$ cat config.mk
export PLATFORM = sky130hd
export DESIGN_NAME = fic_round
export DESIGN_NICKNAME = d
export VERILOG_FILES = /design/src/fic_pkg.sv /design/src/fic_round.sv
export SDC_FILE = /design/constraint.sdc
export NUM_CORES = 1
export LEC_CHECK = 0
export ABC_AREA = 1
export BUFFER_PORTS_ARGS = -buffer_cell sky130_fd_sc_hd__buf_2
export CELL_PAD_IN_SITES_DETAIL_PLACEMENT = 0
export CELL_PAD_IN_SITES_GLOBAL_PLACEMENT = 1
export CORE_UTILIZATION = 42
export CTS_CLUSTER_SIZE = 8
export DETAILED_ROUTE_END_ITERATION = 6
export PLACE_DENSITY = 0.82
export RECOVER_POWER = 100
export SYNTH_ARGS = -nofsm -noshare
export SYNTH_HDL_FRONTEND = slang
export SYNTH_SLANG_ARGS = --single-unit
$ cat constraint.sdc
create_clock -name clk -period 6.4 [get_ports clk]
set_input_delay 0.64 -clock clk [delete_from_list [all_inputs] [get_ports clk]]
set_output_delay 0.64 -clock clk [all_outputs]
set_load 0.01 [all_outputs]
$ cat src/fic_pkg.sv
// ----------------------------------------------------------------------------
// fic_pkg
// Shared constants, types and helpers for the isclose compare pipeline.
// ----------------------------------------------------------------------------
`timescale 1ns / 1ps

package fic_pkg;

  localparam int unsigned ELEM_W = 32;
  localparam int unsigned HALF_W = 16;
  localparam int unsigned APB_AW = 5;
  localparam int unsigned APB_DW = 64;

  // element format codes
  localparam logic [1:0] FMT_B32  = 2'd0;
  localparam logic [1:0] FMT_B16  = 2'd1;
  localparam logic [1:0] FMT_BF16 = 2'd2;

  // register indexes
  localparam logic [1:0] REG_FORMAT  = 2'd0;
  localparam logic [1:0] REG_REL_TOL = 2'd1;
  localparam logic [1:0] REG_ABS_TOL = 2'd2;
  localparam logic [1:0] REG_NAN_EQ  = 2'd3;

  // significand widths entering the rounder
  localparam int unsigned ADD_W = 57;
  localparam int unsigned MUL_W = 77;

  localparam int unsigned EXP_W   = 14;
  localparam int unsigned BIAS64  = 1023;
  localparam int unsigned EXP_INF = 2047;

  localparam logic [63:0] QNAN64 = 64'h7FF8_0000_0000_0000;

  typedef logic signed [EXP_W-1:0] exp_t;

  // result forced by an operand class (NaN or infinity)
  typedef struct packed {
    logic        special;
    logic [63:0] bits;
  } fspec_t;

  function automatic logic f64_is_nan(input logic [63:0] x);
    return (x[62:52] == 11'h7FF) && (x[51:0] != 52'b0);
  endfunction

endpackage

$ cat src/fic_round.sv
// ----------------------------------------------------------------------------
// fic_round
// Normalize and round m * 2^e to binary64 (nearest even) over three stages.
// ----------------------------------------------------------------------------
`timescale 1ns / 1ps

module fic_round #(
  parameter int unsigned W = fic_pkg::ADD_W
) (
  input  logic            clk,
  input  logic [2:0]      en,
  input  logic [W-1:0]    in_m,
  input  fic_pkg::exp_t   in_e,
  input  logic            in_s,
  input  fic_pkg::fspec_t in_spec,
  output logic [63:0]     out_bits
);
  import fic_pkg::*;

  localparam int unsigned SH_W = $clog2(W + 2);
  localparam int unsigned WIDE = 2 * W;

  // leading zero count
  logic [SH_W-1:0] lz;

  always_comb begin
    lz = '0;
    for (int i = 0; i < W; i++) begin
      if (in_m[i]) lz = SH_W'(W - 1 - i);
    end
  end

  logic [W-1:0]    m1;
  exp_t            e1;
  logic            s1;
  logic            zero1;
  logic [SH_W-1:0] lz1;
  fspec_t          spec1;

  always_ff @(posedge clk) begin
    if (en[0]) begin
      m1    <= in_m;
      e1    <= in_e;
      s1    <= in_s;
      zero1 <= in_m == '0;
      lz1   <= lz;
      spec1 <= in_spec;
    end
  end

  // biased exponent and subnormal right shift
  exp_t            be;
  exp_t            neg;
  logic [SH_W-1:0] rs;

  always_comb begin
    be  = e1 + exp_t'(W - 1) - exp_t'(lz1) + exp_t'(BIAS64);
    neg = exp_t'(1) - be;
    priority if (be >= exp_t'(1)) begin
      rs = '0;
    end else if (neg > exp_t'(W + 1)) begin
      rs = SH_W'(W + 1);
    end else begin
      rs = neg[SH_W-1:0];
    end
  end

  logic [W-1:0]    m2;
  logic [10:0]     be2;
  logic [SH_W-1:0] rs2;
  logic            ovf2;
  logic            zero2;
  logic            s2;
  fspec_t          spec2;

  always_ff @(posedge clk) begin
    if (en[1]) begin
      m2    <= m1 << lz1;
      be2   <= (be >= exp_t'(1)) ? be[10:0] : 11'd0;
      rs2   <= rs;
      ovf2  <= be >= exp_t'(EXP_INF);
      zero2 <= zero1;
      s2    <= s1;
      spec2 <= spec1;
    end
  end

  // round to nearest even; a carry out of the fraction bumps the exponent
  logic [WIDE-1:0] wide;
  logic [52:0]     kept;
  logic            guard;
  logic            stick;
  logic            inc;
  logic [62:0]     rounded;

  always_comb begin
    wide    = {m2, {W{1'b0}}} >> rs2;
    kept    = wide[WIDE-1 -: 53];
    guard   = wide[WIDE-54];
    stick   = |wide[WIDE-55:0];
    inc     = guard & (stick | kept[0]);
    rounded = {be2, kept[51:0]} + 63'(inc);
  end

  always_ff @(posedge clk) begin
    if (en[2]) begin
      priority if (spec2.special) begin
        out_bits <= spec2.bits;
      end else if (zero2) begin
        out_bits <= {s2, 63'b0};
      end else if (ovf2) begin
        out_bits <= {s2, 11'h7FF, 52'b0};
      end else begin
        out_bits <= {s2, rounded};
      end
    end
  end

endmodule
Word level (Yosys, flattened, before mapping). Index checks and enable logic that the tools add are counted.

Bits in registers: 350. Logic and storage cells: 102. Output and inout port bits: 64. Input port bits: 141.

Bitwise logic cells: 2. Reductions and logical operators: 8. Magnitude comparators: 3. Shift operators: 2. Add/sub/neg operators: 5. Muxes and demuxes: 60.

Operators by type and width (count): two-way mux 6 bit (26); two-way mux 63 bit (2); right shift 114 x 6 -> 113 bit (1); two-way mux 5 bit (16); two-way mux 64 bit (1); adder 63 x 1 -> 63 bit (1); OR reduction 60 bit (1); logical NOT 57 bit (1); << shifter 57 x 6 -> 57 bit (1); two-way mux 4 bit (8); OR reduction 32 bit (1); OR reduction 16 bit (1); adder 14 x 11 -> 14 bit, second input constant (1); adder 14 x 7 -> 14 bit, second input constant (1); >= comparator 14 x 12 -> 1 bit, second input constant (1); >= comparator 14 x 2 -> 1 bit, second input constant (1); greater-than comparator 14 x 7 -> 1 bit, second input constant (1); subtractor 14 x 7 -> 14 bit (1); subtractor 2 x 14 -> 14 bit, first input constant (1); two-way mux 3 bit (4); OR reduction 8 bit (1); two-way mux 2 bit (2); OR reduction 2 bit (2); OR reduction 4 bit (1); 3 further kinds (3).

Longest topological paths before layout. Gate-level depths: netlist of the first run.

Depth after elaboration: 56. Gate-level depth with buffers: 53. Gate-level depth less buffers: 53.

Worst setup path before layout of the first run. OpenSTA, ideal clock, no wires.

Kind: register to register. From: register lz1[1]. To: register be2[7] (data pin). Clock period less this slack: 4397 ps. Arrival time: 4129 ps. Buffers on the path: 4. Setup time: 269 ps. Cell stages (with the launch flop): 23. Slack: 2003 ps. Required time: 6131 ps. Cell sequence: edfxtp_1 -> clkbuf_1 -> inv_2 -> clkbuf_1 -> clkbuf_1 -> ha_1 -> ha_1 -> inv_1 -> fa_1 -> o21ai_0 -> a21oi_1 -> o21bai_1 -> a21oi_1 -> o21ai_0 -> xor2_1 -> nand2_1 -> nor2_1 -> inv_1 -> o311ai_0 -> nand2_1 -> inv_1 -> clkbuf_1 -> nor2_1.

Word-level cells in the longest chain between the ends: 3.

RTL lines: start, declared (RTL line fic_round.sv:37) `logic [SH_W-1:0] lz1;`; start signal, assigned (RTL line fic_round.sv:46) `lz1 <= lz;`; subtractor 14 x 7 -> 14 bit (*) (RTL line fic_round.sv:57) `be = e1 + exp_t'(W - 1) - exp_t'(lz1) + exp_t'(BIAS64);`; adder 14 x 11 -> 14 bit (*) (RTL line fic_round.sv:57); >= comparator 14 x 2 -> 1 bit (RTL line fic_round.sv:79) `be2 <= (be >= exp_t'(1)) ? be[10:0] : 11'd0;`; end signal, assigned (RTL line fic_round.sv:79); end, declared (RTL line fic_round.sv:69) `logic [10:0] be2;`.

Mark *: on every way between the ends. The rest lies on a longest branch, timed or not. A chain may end at the register's enable or synchronous reset.

Worst setup path after layout of the first run.
From: register rs2[1]. To: register out_bits[50] (data pin).

Word-level cells in the longest chain between the ends: 8.

RTL lines: start, declared (RTL line fic_round.sv:70) `logic [SH_W-1:0] rs2;`; start signal, assigned (RTL line fic_round.sv:80) `rs2 <= rs;`; right shift 114 x 6 -> 113 bit (*) (RTL line fic_round.sv:97) `wide = {m2, {W{1'b0}}} >> rs2;`; OR reduction 60 bit (RTL line fic_round.sv:100) `stick = |wide[WIDE-55:0];`; OR 1 bit (RTL line fic_round.sv:101) `inc = guard & (stick | kept[0]);`; bitwise AND 1 bit (RTL line fic_round.sv:101); adder 63 x 1 -> 63 bit (*) (RTL line fic_round.sv:102) `rounded = {be2, kept[51:0]} + 63'(inc);`; two-way mux 63 bit (*) (RTL line fic_round.sv:111) `end else if (ovf2) begin`; two-way mux 63 bit (*) (RTL line fic_round.sv:109) `end else if (zero2) begin`; two-way mux 64 bit (*) (RTL line fic_round.sv:107) `priority if (spec2.special) begin`; end signal, assigned (RTL line fic_round.sv:108) `out_bits <= spec2.bits;`; end signal, assigned (RTL line fic_round.sv:110) `out_bits <= {s2, 63'b0};`; end signal, assigned (RTL line fic_round.sv:112) `out_bits <= {s2, 11'h7FF, 52'b0};`; end, declared (RTL line fic_round.sv:16) `output logic [63:0] out_bits`.

Marks and branches as above.

==> results.cfg, run 1 <==
[outcome]
status = finished with violations
violations = capacitance limit, slew limit

[cts]
post_cts_buffers = 0
post_cts_resized = 0
clkTransAtPathRegs_ps = 50
clkLatencyLatePin_ps = 590
clock_path_buffers = 3
cts_root_buffer = clkbuf_16
cts_tree = yes
htree_levels = 2
postCtsHoldBufs = 0
cts_made_buffers = 50
clock_sinks = 350

[detailed_routing]
viasPerCell = 5.33
wl_um = 63200
antenna_left = 0
drt_first_pass_iters = 7
vias = 19000
drtIter0Drc = 1793
routedWlPerCell_um = 17.7
drc = 0

[timing]
tns_ps = 0
slew_headroom = -2.17
drv_slew = 487
fin_crit_sh = 0.879
fin_crit_ps = 5630
final-setup-viol-count = 0
fin_skew_ps = 36.6
fmax_mhz = 178
final_hold_viol_count = 0
rsz0062_at_grt = false
tightestPinTransition_ps = 4750

[setup_path]
slowest_delay_ps = 440
critPathKind = flop to flop
worst_setup_path_start_kind = flop
slowest_stage = inv_2
worst-path-max-fanout = 35
worst_setup_path_end_kind = flop
cp.required_ps = 6720
arrival_ps = 5940

[power]
power_mw = 7.81
max-vdd-ir-drop_mv = 0.278
power_density_mw_per_mm2 = 319
cellLeakagePower_nw = 10.0

[yosys]
synth_top_cell_area_share = 0.480
synth_cells = 2729
synth.largest_area_cell = edfxtp_1
synth_top_flop_cell = edfxtp_1
syn_nets = 2893
synth_cell_type_count = 69
synthArstFlopShare = 0
synthesis.area_mm2 = 0.0219
synth_area_per_cell_um2 = 8.02
synth.area.top_cells = edfxtp_1 48%, nand2_1 14%, o21ai_0 5.4%
yosys_warnings = 0
ys_seq_elements = 350
synth_edf_count = 350
yosysSeqAreaShare = 0.480

[global_route]
grt_usage = 0.236
grt_max_degree = 84
grt_overflow = 0
antenna_found_initial = 0
grt_pass1_vias = 18000
grt_pass1_wl_um = 98700

[cells_and_area]
nets = 3042
syn2layout_area_growth_pct = 11.9
nFillCells = 5131
final_cell_mix = 826 x nand2_1, 350 x edfxtp_1, 255 x nor2_1
postLayoutCoreUtil = 0.476
final_common_cell = nand2_1
drive_above_1_share = 0.0793
diodes = 0

[floorplanning]
floorplan.initialDensity = 0.426
coreArea_mm2 = 0.0514
die_h_um = 230
rows = 83
die_area_mm2 = 0.0530
io_pins = 205
fp.dieW_um = 230

[placement]
port_buffers = 204
gp_congestion = 0.935
place_hpwl_um = 48100

[run]
cap_violations = 7

[min_path]
hp-class = input pin to flop
## worst max-delay path, delay by kind of cell, from the launching register on
| family | cells | cell delay (ps) |
|---|---|---|
| compound gates | 6 | 790 |
| flops | 1 | 400 |
| simple gates | 21 | 3020 |
| fa+ha+maj | 1 | 210 |
| buf+inv | 3 | 880 |
## sequential cells by signal, summed over array words and instances (netlist names), 6 cells and up
name / count
lz1: 6
e1: 14
spec1: 65
out_bits: 64
m2: 57
rs2: 6
m1: 57
be2: 11
spec2: 65
## through the flow
| step | hold slack, ps | std cells | worst slack, ps | area (µm²) |
|---|---|---|---|---|
| floorplan | 400 | 2729 | 2000 | 21900 |
| global placement | 403 | 3506 | 1180 | 23400 |
| detailed placement | 405 | 3506 | 1140 | 23400 |
| CTS | 188 | 3566 | 1100 | 24700 |
| global route | 198 | 3566 | 200 | 24500 |
| finish | 219 | 3566 | 774 | 24500 |
## synth_stat cells (9+ instances only)
library cell and instances:
a21oi_1 56, a31oi_1 28, a32o_1 14, buf_1 24, buf_2 26, buf_4 10
buf_6 11, clkbuf_1 71, edfxtp_1 350, ha_1 22, inv_1 245, inv_2 9
mux2i_1 48, nand2_1 825, nand3_1 151, nand4_1 24, nor2_1 253, nor3_1 43
nor4_1 18, o211ai_1 10, o21a_1 13, o21ai_0 237, o21ai_1 92, o21ai_2 18
or2_2 13, xor2_1 21
## worst paths after layout
check	start	endpoint	slack (ps)	cells past startpoint
hold / removal	in_spec[62]	spec1[62]	220	1
setup / recovery	rs2[1]	out_bits[50]	770	31
setup reg to reg	rs2[1]	out_bits[50]	770	31
hold reg to reg	spec1[52]	spec2[52]	410	0
## power by group
group	switching [mW]	leakage [nW]	internal, mW
Sequential	0.0992	3.48	2.79
Clock	0.923	0.665	1.43
Combinational	1.84	5.85	0.732
Total	2.87	10.0	4.95
## metal layers
metal,up-vias,global-route usage,part of all wire
met1,8787,0.345,0.48
met5,-,0,0
li1,9520,-,-
met4,0,0.0615,0.021
met3,83,0.0258,0.054
met2,626,0.372,0.45
## layout make-up
cell class | instances | area, µm² | area share
repair buffers | 239 | 1110 | 0.0453
multi-input cells | 1976 | 9660 | 0.395
clock buffers | 56 | 1270 | 0.0520
flip-flops and latches | 350 | 10500 | 0.429
well taps | 680 | 851 | 0.0347
clock inverters | 4 | 98.8 | 0.00404
inverters | 261 | 986 | 0.0403
## cells by family after synthesis
group                      Yosys count  share of synthesized area
buffers and inverters              403                     0.0763
adders and majority gates           23                     0.0135
xor gates and xnor gates            27                     0.0108
and+or+nand+nor                   1367                      0.262
AOI/OAI and AO/OA                  509                      0.134
DFF                                350                      0.480
muxes                               50                     0.0235
Note: power is estimated with default switching activity, not from simulation.
==> inputs of run 2 (changes only) <==
--- a/config.mk
+++ b/config.mk
@@ -5,15 +5,13 @@
 export SDC_FILE = /design/constraint.sdc
 export NUM_CORES = 1
 export LEC_CHECK = 0
-export ABC_AREA = 1
 export BUFFER_PORTS_ARGS = -buffer_cell sky130_fd_sc_hd__buf_2
 export CELL_PAD_IN_SITES_DETAIL_PLACEMENT = 0
 export CELL_PAD_IN_SITES_GLOBAL_PLACEMENT = 1
 export CORE_UTILIZATION = 42
 export CTS_CLUSTER_SIZE = 8
 export DETAILED_ROUTE_END_ITERATION = 6
-export PLACE_DENSITY = 0.82
-export RECOVER_POWER = 100
+export PLACE_DENSITY = 0.78
 export SYNTH_ARGS = -nofsm -noshare
 export SYNTH_HDL_FRONTEND = slang
 export SYNTH_SLANG_ARGS = --single-unit
==> results.cfg, run 2 <==
[yosys]
synth-compound-area-share = 0.124
synth_cell_type_count = 102
synth_top_family_by_area = multiplexers
synth_cells = 2064
yosys.area_share.simple = 0.155
synthArstFlopShare = 0
synth_top_flop_cell = edfxtp_1
ys_top_cells_by_count = 350 x edfxtp_1, 257 x nand2_1, 213 x nor2_1, 109 x mux4_2, 92 x o21ai_0
yosysSeqAreaShare = 0.460
synth_mux_area_frac = 0.183
synth_most_common_cell = edfxtp_1
synthesis.area_mm2 = 0.0229
synth.area.top_cells = edfxtp_1 46%, mux4_2 11%, nand2_1 4.2%
syn_nets = 2228
yosys_warnings = 0
synth_edf_count = 350
ys_seq_elements = 350
synth_area_per_cell_um2 = 11.1
synth.largest_area_cell = edfxtp_1
synth_xor_area_frac = 0.0245
synth_top_cell_area_share = 0.460
synth_fa_ha_area_frac = 0.0129

[detailed_routing]
highest_layer = met4
drtIter0Drc = 1545
antenna_left = 0
viasPerCell = 6.13
wl_met3_um = 3870
vias = 18000
routedWlPerCell_um = 23.7
met2_wirelength_um = 34200
wl_met1_um = 28800
drc = 2
wl_um = 69600
drt_first_pass_iters = 7

[power]
power_switching_share = 0.351
combPwrFrac = 0.354
clockPowerShare = 0.281
power_density_mw_per_mm2 = 314
internal_power_mw = 5.24
max-vdd-ir-drop_mv = 0.192
cellLeakagePower_nw = 9.50
p_sw_mw = 2.84
pwr-share-seq = 0.366
power_mw = 8.08

[cts]
clkLatencyLatePin_ps = 590
cts_root_buffer = clkbuf_16
cts_tree = yes
postCtsHoldBufs = 0
htree_levels = 2
cts_made_buffers = 50
clock_sinks = 350
clock_path_buffers = 3
clkTransAtPathRegs_ps = 60
post_cts_buffers = 0
post_cts_resized = 0

[outcome]
violations = DRC
status = finished with violations

[global_route]
grt_max_degree = 82
grt_pass1_wl_um = 106000
grt_pass1_vias = 17600
grt_overflow = 0
antenna_found_initial = 0
grt_usage = 0.248

[floorplanning]
coreArea_mm2 = 0.0538
die_area_mm2 = 0.0553
fp.dieW_um = 235
io_pins = 205
die_h_um = 235
rows = 85
floorplan.initialDensity = 0.425

[setup_path]
critPathMostFrequentCell = mux4_2
cp.required_ps = 6700
slowest_stage = edfxtp_1
worst-path-max-fanout = 53
worstPathCellList = buf_12 > mux4_2 > mux2i_1 > mux2_2 > mux4_2 > a31oi_2 > nand3_2 > or3b_1 > buf_4 > nor3_1 > xor2_1 > o21ai_1
worst_setup_path_end_kind = flop
arrival_ps = 5370
worst_setup_path_start_kind = flop
slowest_delay_ps = 960
crit_buf_inv = 2
critPathKind = flop to flop
r2r_slack_ps = 1330
crit_family = multiplexers

[run]
cap_violations = 0

[cells_and_area]
syn2layout_area_growth_pct = 12.5
largestRegisters = spec1: 65 flops, spec2: 65 flops, out_bits: 64 flops
diodes = 0
multiInputGateArea_mm2 = 0.0114
final_common_cell = edfxtp_1
final_cell_mix = 350 x edfxtp_1, 257 x nand2_1, 212 x nor2_1
layout.area.seq_mm2 = 0.0105
drive_above_1_share = 0.232
nets = 2398
nFillCells = 4956

[timing]
slew_headroom = 0.239
final_hold_viol_count = 0
tns_ps = 0
drv_slew = 0
fin_skew_ps = 34.7
fin_crit_sh = 0.792
final-setup-viol-count = 0
fmax_mhz = 197
fin_crit_ps = 5070
rsz0062_at_grt = false
tightestPinTransition_ps = 1110

[placement]
gp_congestion = 1.04
place_hpwl_um = 52000
port_buffers = 204

[min_path]
hp-class = input pin to flop
-- run 2: cells by family after synthesis --
family,Yosys count
xor+xnor,64
compound gates,432
fa+ha+maj,23
simple gates,737
flops,350
mux,264
buf+inv,194
-- run 2: final timing paths --
path / startpoint / end / depth (start not counted)
max: rs2[3] / out_bits[51] / 12
min: in_spec[22] / spec1[22] / 1
max reg2reg: rs2[3] / out_bits[51] / 12
min reg2reg: spec1[51] / spec2[51] / 0
-- run 2: power groups by stage --
stage | Combinational (mW) | Clock, mW | Sequential (mW)
2_1_floorplan | 1.94 | 0 | 2.92
3_3_place_gp | 2.80 | 0 | 2.99
3_5_place_dp | 2.80 | 0 | 2.99
4_1_cts | 2.81 | 2.32 | 2.95
5_1_grt | 3.04 | 2.40 | 2.97
6_report | 2.86 | 2.27 | 2.95
-- run 2: per-stage QoR --
stage	hold WS [ps]	instance area, µm²	utilization	worst slack [ps]	instances
after floorplan	400	22900	-	1500	2064
after global placement	404	24400	0.454	1560	2878
after detailed placement	405	24400	0.454	1430	2878
after CTS	199	25700	0.478	1430	2934
after global routing	217	25700	0.478	1000	2934
final	229	25700	0.478	1330	2934
-- run 2: cell type report --
cell class,instances,share of cell area
clock buffers,54,0.0492
inverters,62,0.00910
clock inverters,2,0.000973
well taps,696,0.0339
repair buffers,250,0.0546
multi-input cells,1520,0.444
flip-flops and latches,350,0.409
-- run 2: layer usage --
metal | vias to the layer above | global-route usage
met5 | - | 0
met4 | 0 | 0.101
met3 | 150 | 0.0310
met2 | 717 | 0.425
met1 | 8875 | 0.318
li1 | 8243 | -
-- run 2: worst reg2reg max path, stage by stage, from the launching register on --
cell and delay [ps]:
edfxtp_1 960, buf_12 370, mux4_2 330, mux2i_1 180, mux2_2 400, mux4_2 550, a31oi_2 320, nand3_2 180
or3b_1 620, buf_4 310, nor3_1 210, xor2_1 290, o21ai_1 90
==> inputs of run 3 (changes only) <==
==> constraint.sdc (replaced) <==
create_clock -name clk -period 5.2 [get_ports clk]
set_input_delay 0.52 -clock clk [delete_from_list [all_inputs] [get_ports clk]]
set_output_delay 0.52 -clock clk [all_outputs]
set_load 0.01 [all_outputs]
==> results.cfg, run 3 (same netlist as run 2, synthesis figures left out) <==
[power]
power_switching_share = 0.346
internal_power_mw = 6.54
clockPowerShare = 0.283
combPwrFrac = 0.355
cellLeakagePower_nw = 9.67
pwr-share-seq = 0.362
power_density_mw_per_mm2 = 385
p_sw_mw = 3.46
max-vdd-ir-drop_mv = 0.232

[setup_path]
slowest_stage = or2_2
worst-path-max-fanout = 20
cp.required_ps = 5510
slowest_delay_ps = 550
worst_setup_path_end_kind = flop
worst_setup_path_start_kind = flop
arrival_ps = 4920
worstPathCellList = buf_4 > buf_4 > mux4_2 > mux2_1 > nand2_1 > a221o_1 > o31a_1 > inv_1 > ha_1 > inv_1 > a31oi_1 > nand4_1 > or2_2 > nor4_1 > xor2_1 > o21ai_1
critPathKind = flop to flop
reg2regPathDepth = 16

[global_route]
grt_pass1_vias = 17600
grt.busiest_layer = met2
grt_usage = 0.243
grt_max_degree = 106
met2_usage = 0.402
grt_overflow = 0
use_met3 = 0.0308
grtUsageMet1 = 0.315
antenna_found_initial = 0
grt_pass1_wl_um = 105000

[detailed_routing]
drtIter0Drc = 1608
wl_um = 67700
routedWlPerCell_um = 22.8
viasPerCell = 6.04
antenna_left = 0
vias = 17900
drt_first_pass_iters = 6
drc = 0

[timing]
final_hold_viol_count = 0
fmax_mhz = 217
holdWs_ps = 116
tns_ps = 0
slew_headroom = 0.370
fin_skew_ps = 18.2
tightestPinTransition_ps = 945
setup_ws_ps = 593
fin_crit_sh = 0.886
drv_slew = 0
fin_crit_ps = 4610
final-setup-viol-count = 0
rsz0062_at_grt = false

[placement]
port_buffers = 204
gp_congestion = 1.03
place_hpwl_um = 51300
post-place-ws_ps = 652
dpl.cell_count = 2909
post_dp_cell_area_mm2 = 0.0247

[cells_and_area]
final_cell_mix = 350 x edfxtp_1, 257 x nand2_1, 213 x nor2_1
nets = 2429
drive_above_1_share = 0.242
design_area_mm2 = 0.0260
diodes = 0
multiInputGateArea_mm2 = 0.0114
final_common_cell = edfxtp_1
layout.area.seq_mm2 = 0.0105
syn2layout_area_growth_pct = 13.7
nFillCells = 4970
largestRegisters = spec1: 65 flops, spec2: 65 flops, out_bits: 64 flops
final_cells = 2966

[run]
cap_violations = 0

[cts]
cts_tree = yes
cts_made_buffers = 50
cts_root_buffer = clkbuf_16
post_cts_buffers = 0
clkTransAtPathRegs_ps = 60
postCtsHoldBufs = 0
htree_levels = 2
post_cts_resized = 0
clkLatencyLatePin_ps = 580
clock_sinks = 350
clock_path_buffers = 3

[min_path]
min_path_cells = 1
hp-class = input pin to flop

[floorplanning]
io_pins = 205
die_area_mm2 = 0.0553
coreArea_mm2 = 0.0538
floorplan.initialDensity = 0.425
die_h_um = 235
fp.dieW_um = 235
rows = 85

[outcome]
status = finished clean
## run 3: path summary, 6_finish.rpt
kind         slack [ps]        start            to
min                 120  in_spec[24]     spec1[24]
max reg2reg         590       rs2[1]  out_bits[30]
min reg2reg         410     spec1[9]      spec2[9]
max                 590       rs2[1]  out_bits[30]
## run 3: cell type report
| class | instances | area share |
|---|---|---|
| Clock inverter | 3 | 0.00193 |
| Clock buffer | 54 | 0.0487 |
| Multi-Input combinational cell | 1520 | 0.439 |
| Tap cell | 696 | 0.0335 |
| Inverter | 62 | 0.00901 |
| Sequential cell | 350 | 0.405 |
| Timing Repair Buffer | 281 | 0.0635 |
## run 3: worst max-delay path: cells and delay by family (launching register included)
kind / cells / cell delay [ps]
flip-flops: 1 / 420
AO/OA/AOI/OAI: 4 / 1150
adder cells (fa/ha/maj): 1 / 160
XOR/XNOR: 1 / 220
AND/OR/NAND/NOR: 4 / 1250
multiplexers: 2 / 430
buffers and inverters: 4 / 700
## run 3: power groups by stage
stage / combinational (mW) / clock, mW / sequential (mW)
6_report: 3.55 / 2.83 / 3.62
5_1_grt: 3.79 / 2.99 / 3.64
4_1_cts: 3.49 / 2.89 / 3.62
3_5_place_dp: 3.47 / 0 / 3.67
3_3_place_gp: 3.48 / 0 / 3.66
2_1_floorplan: 2.39 / 0 / 3.59
## run 3: layer usage
metal	vias to the layer above	routed length [µm]
li1	8311	-
met1	8688	28400
met2	743	32000
met3	184	3850
met4	0	3430
met5	-	0
## run 3: stage by stage
step	total power [mW]	util
after detailed placement	7.14	0.458
after global placement	7.13	0.458
after CTS	10.0	0.483
after floorplan	5.98	-
after global routing	10.4	0.483
final	10.0	0.483
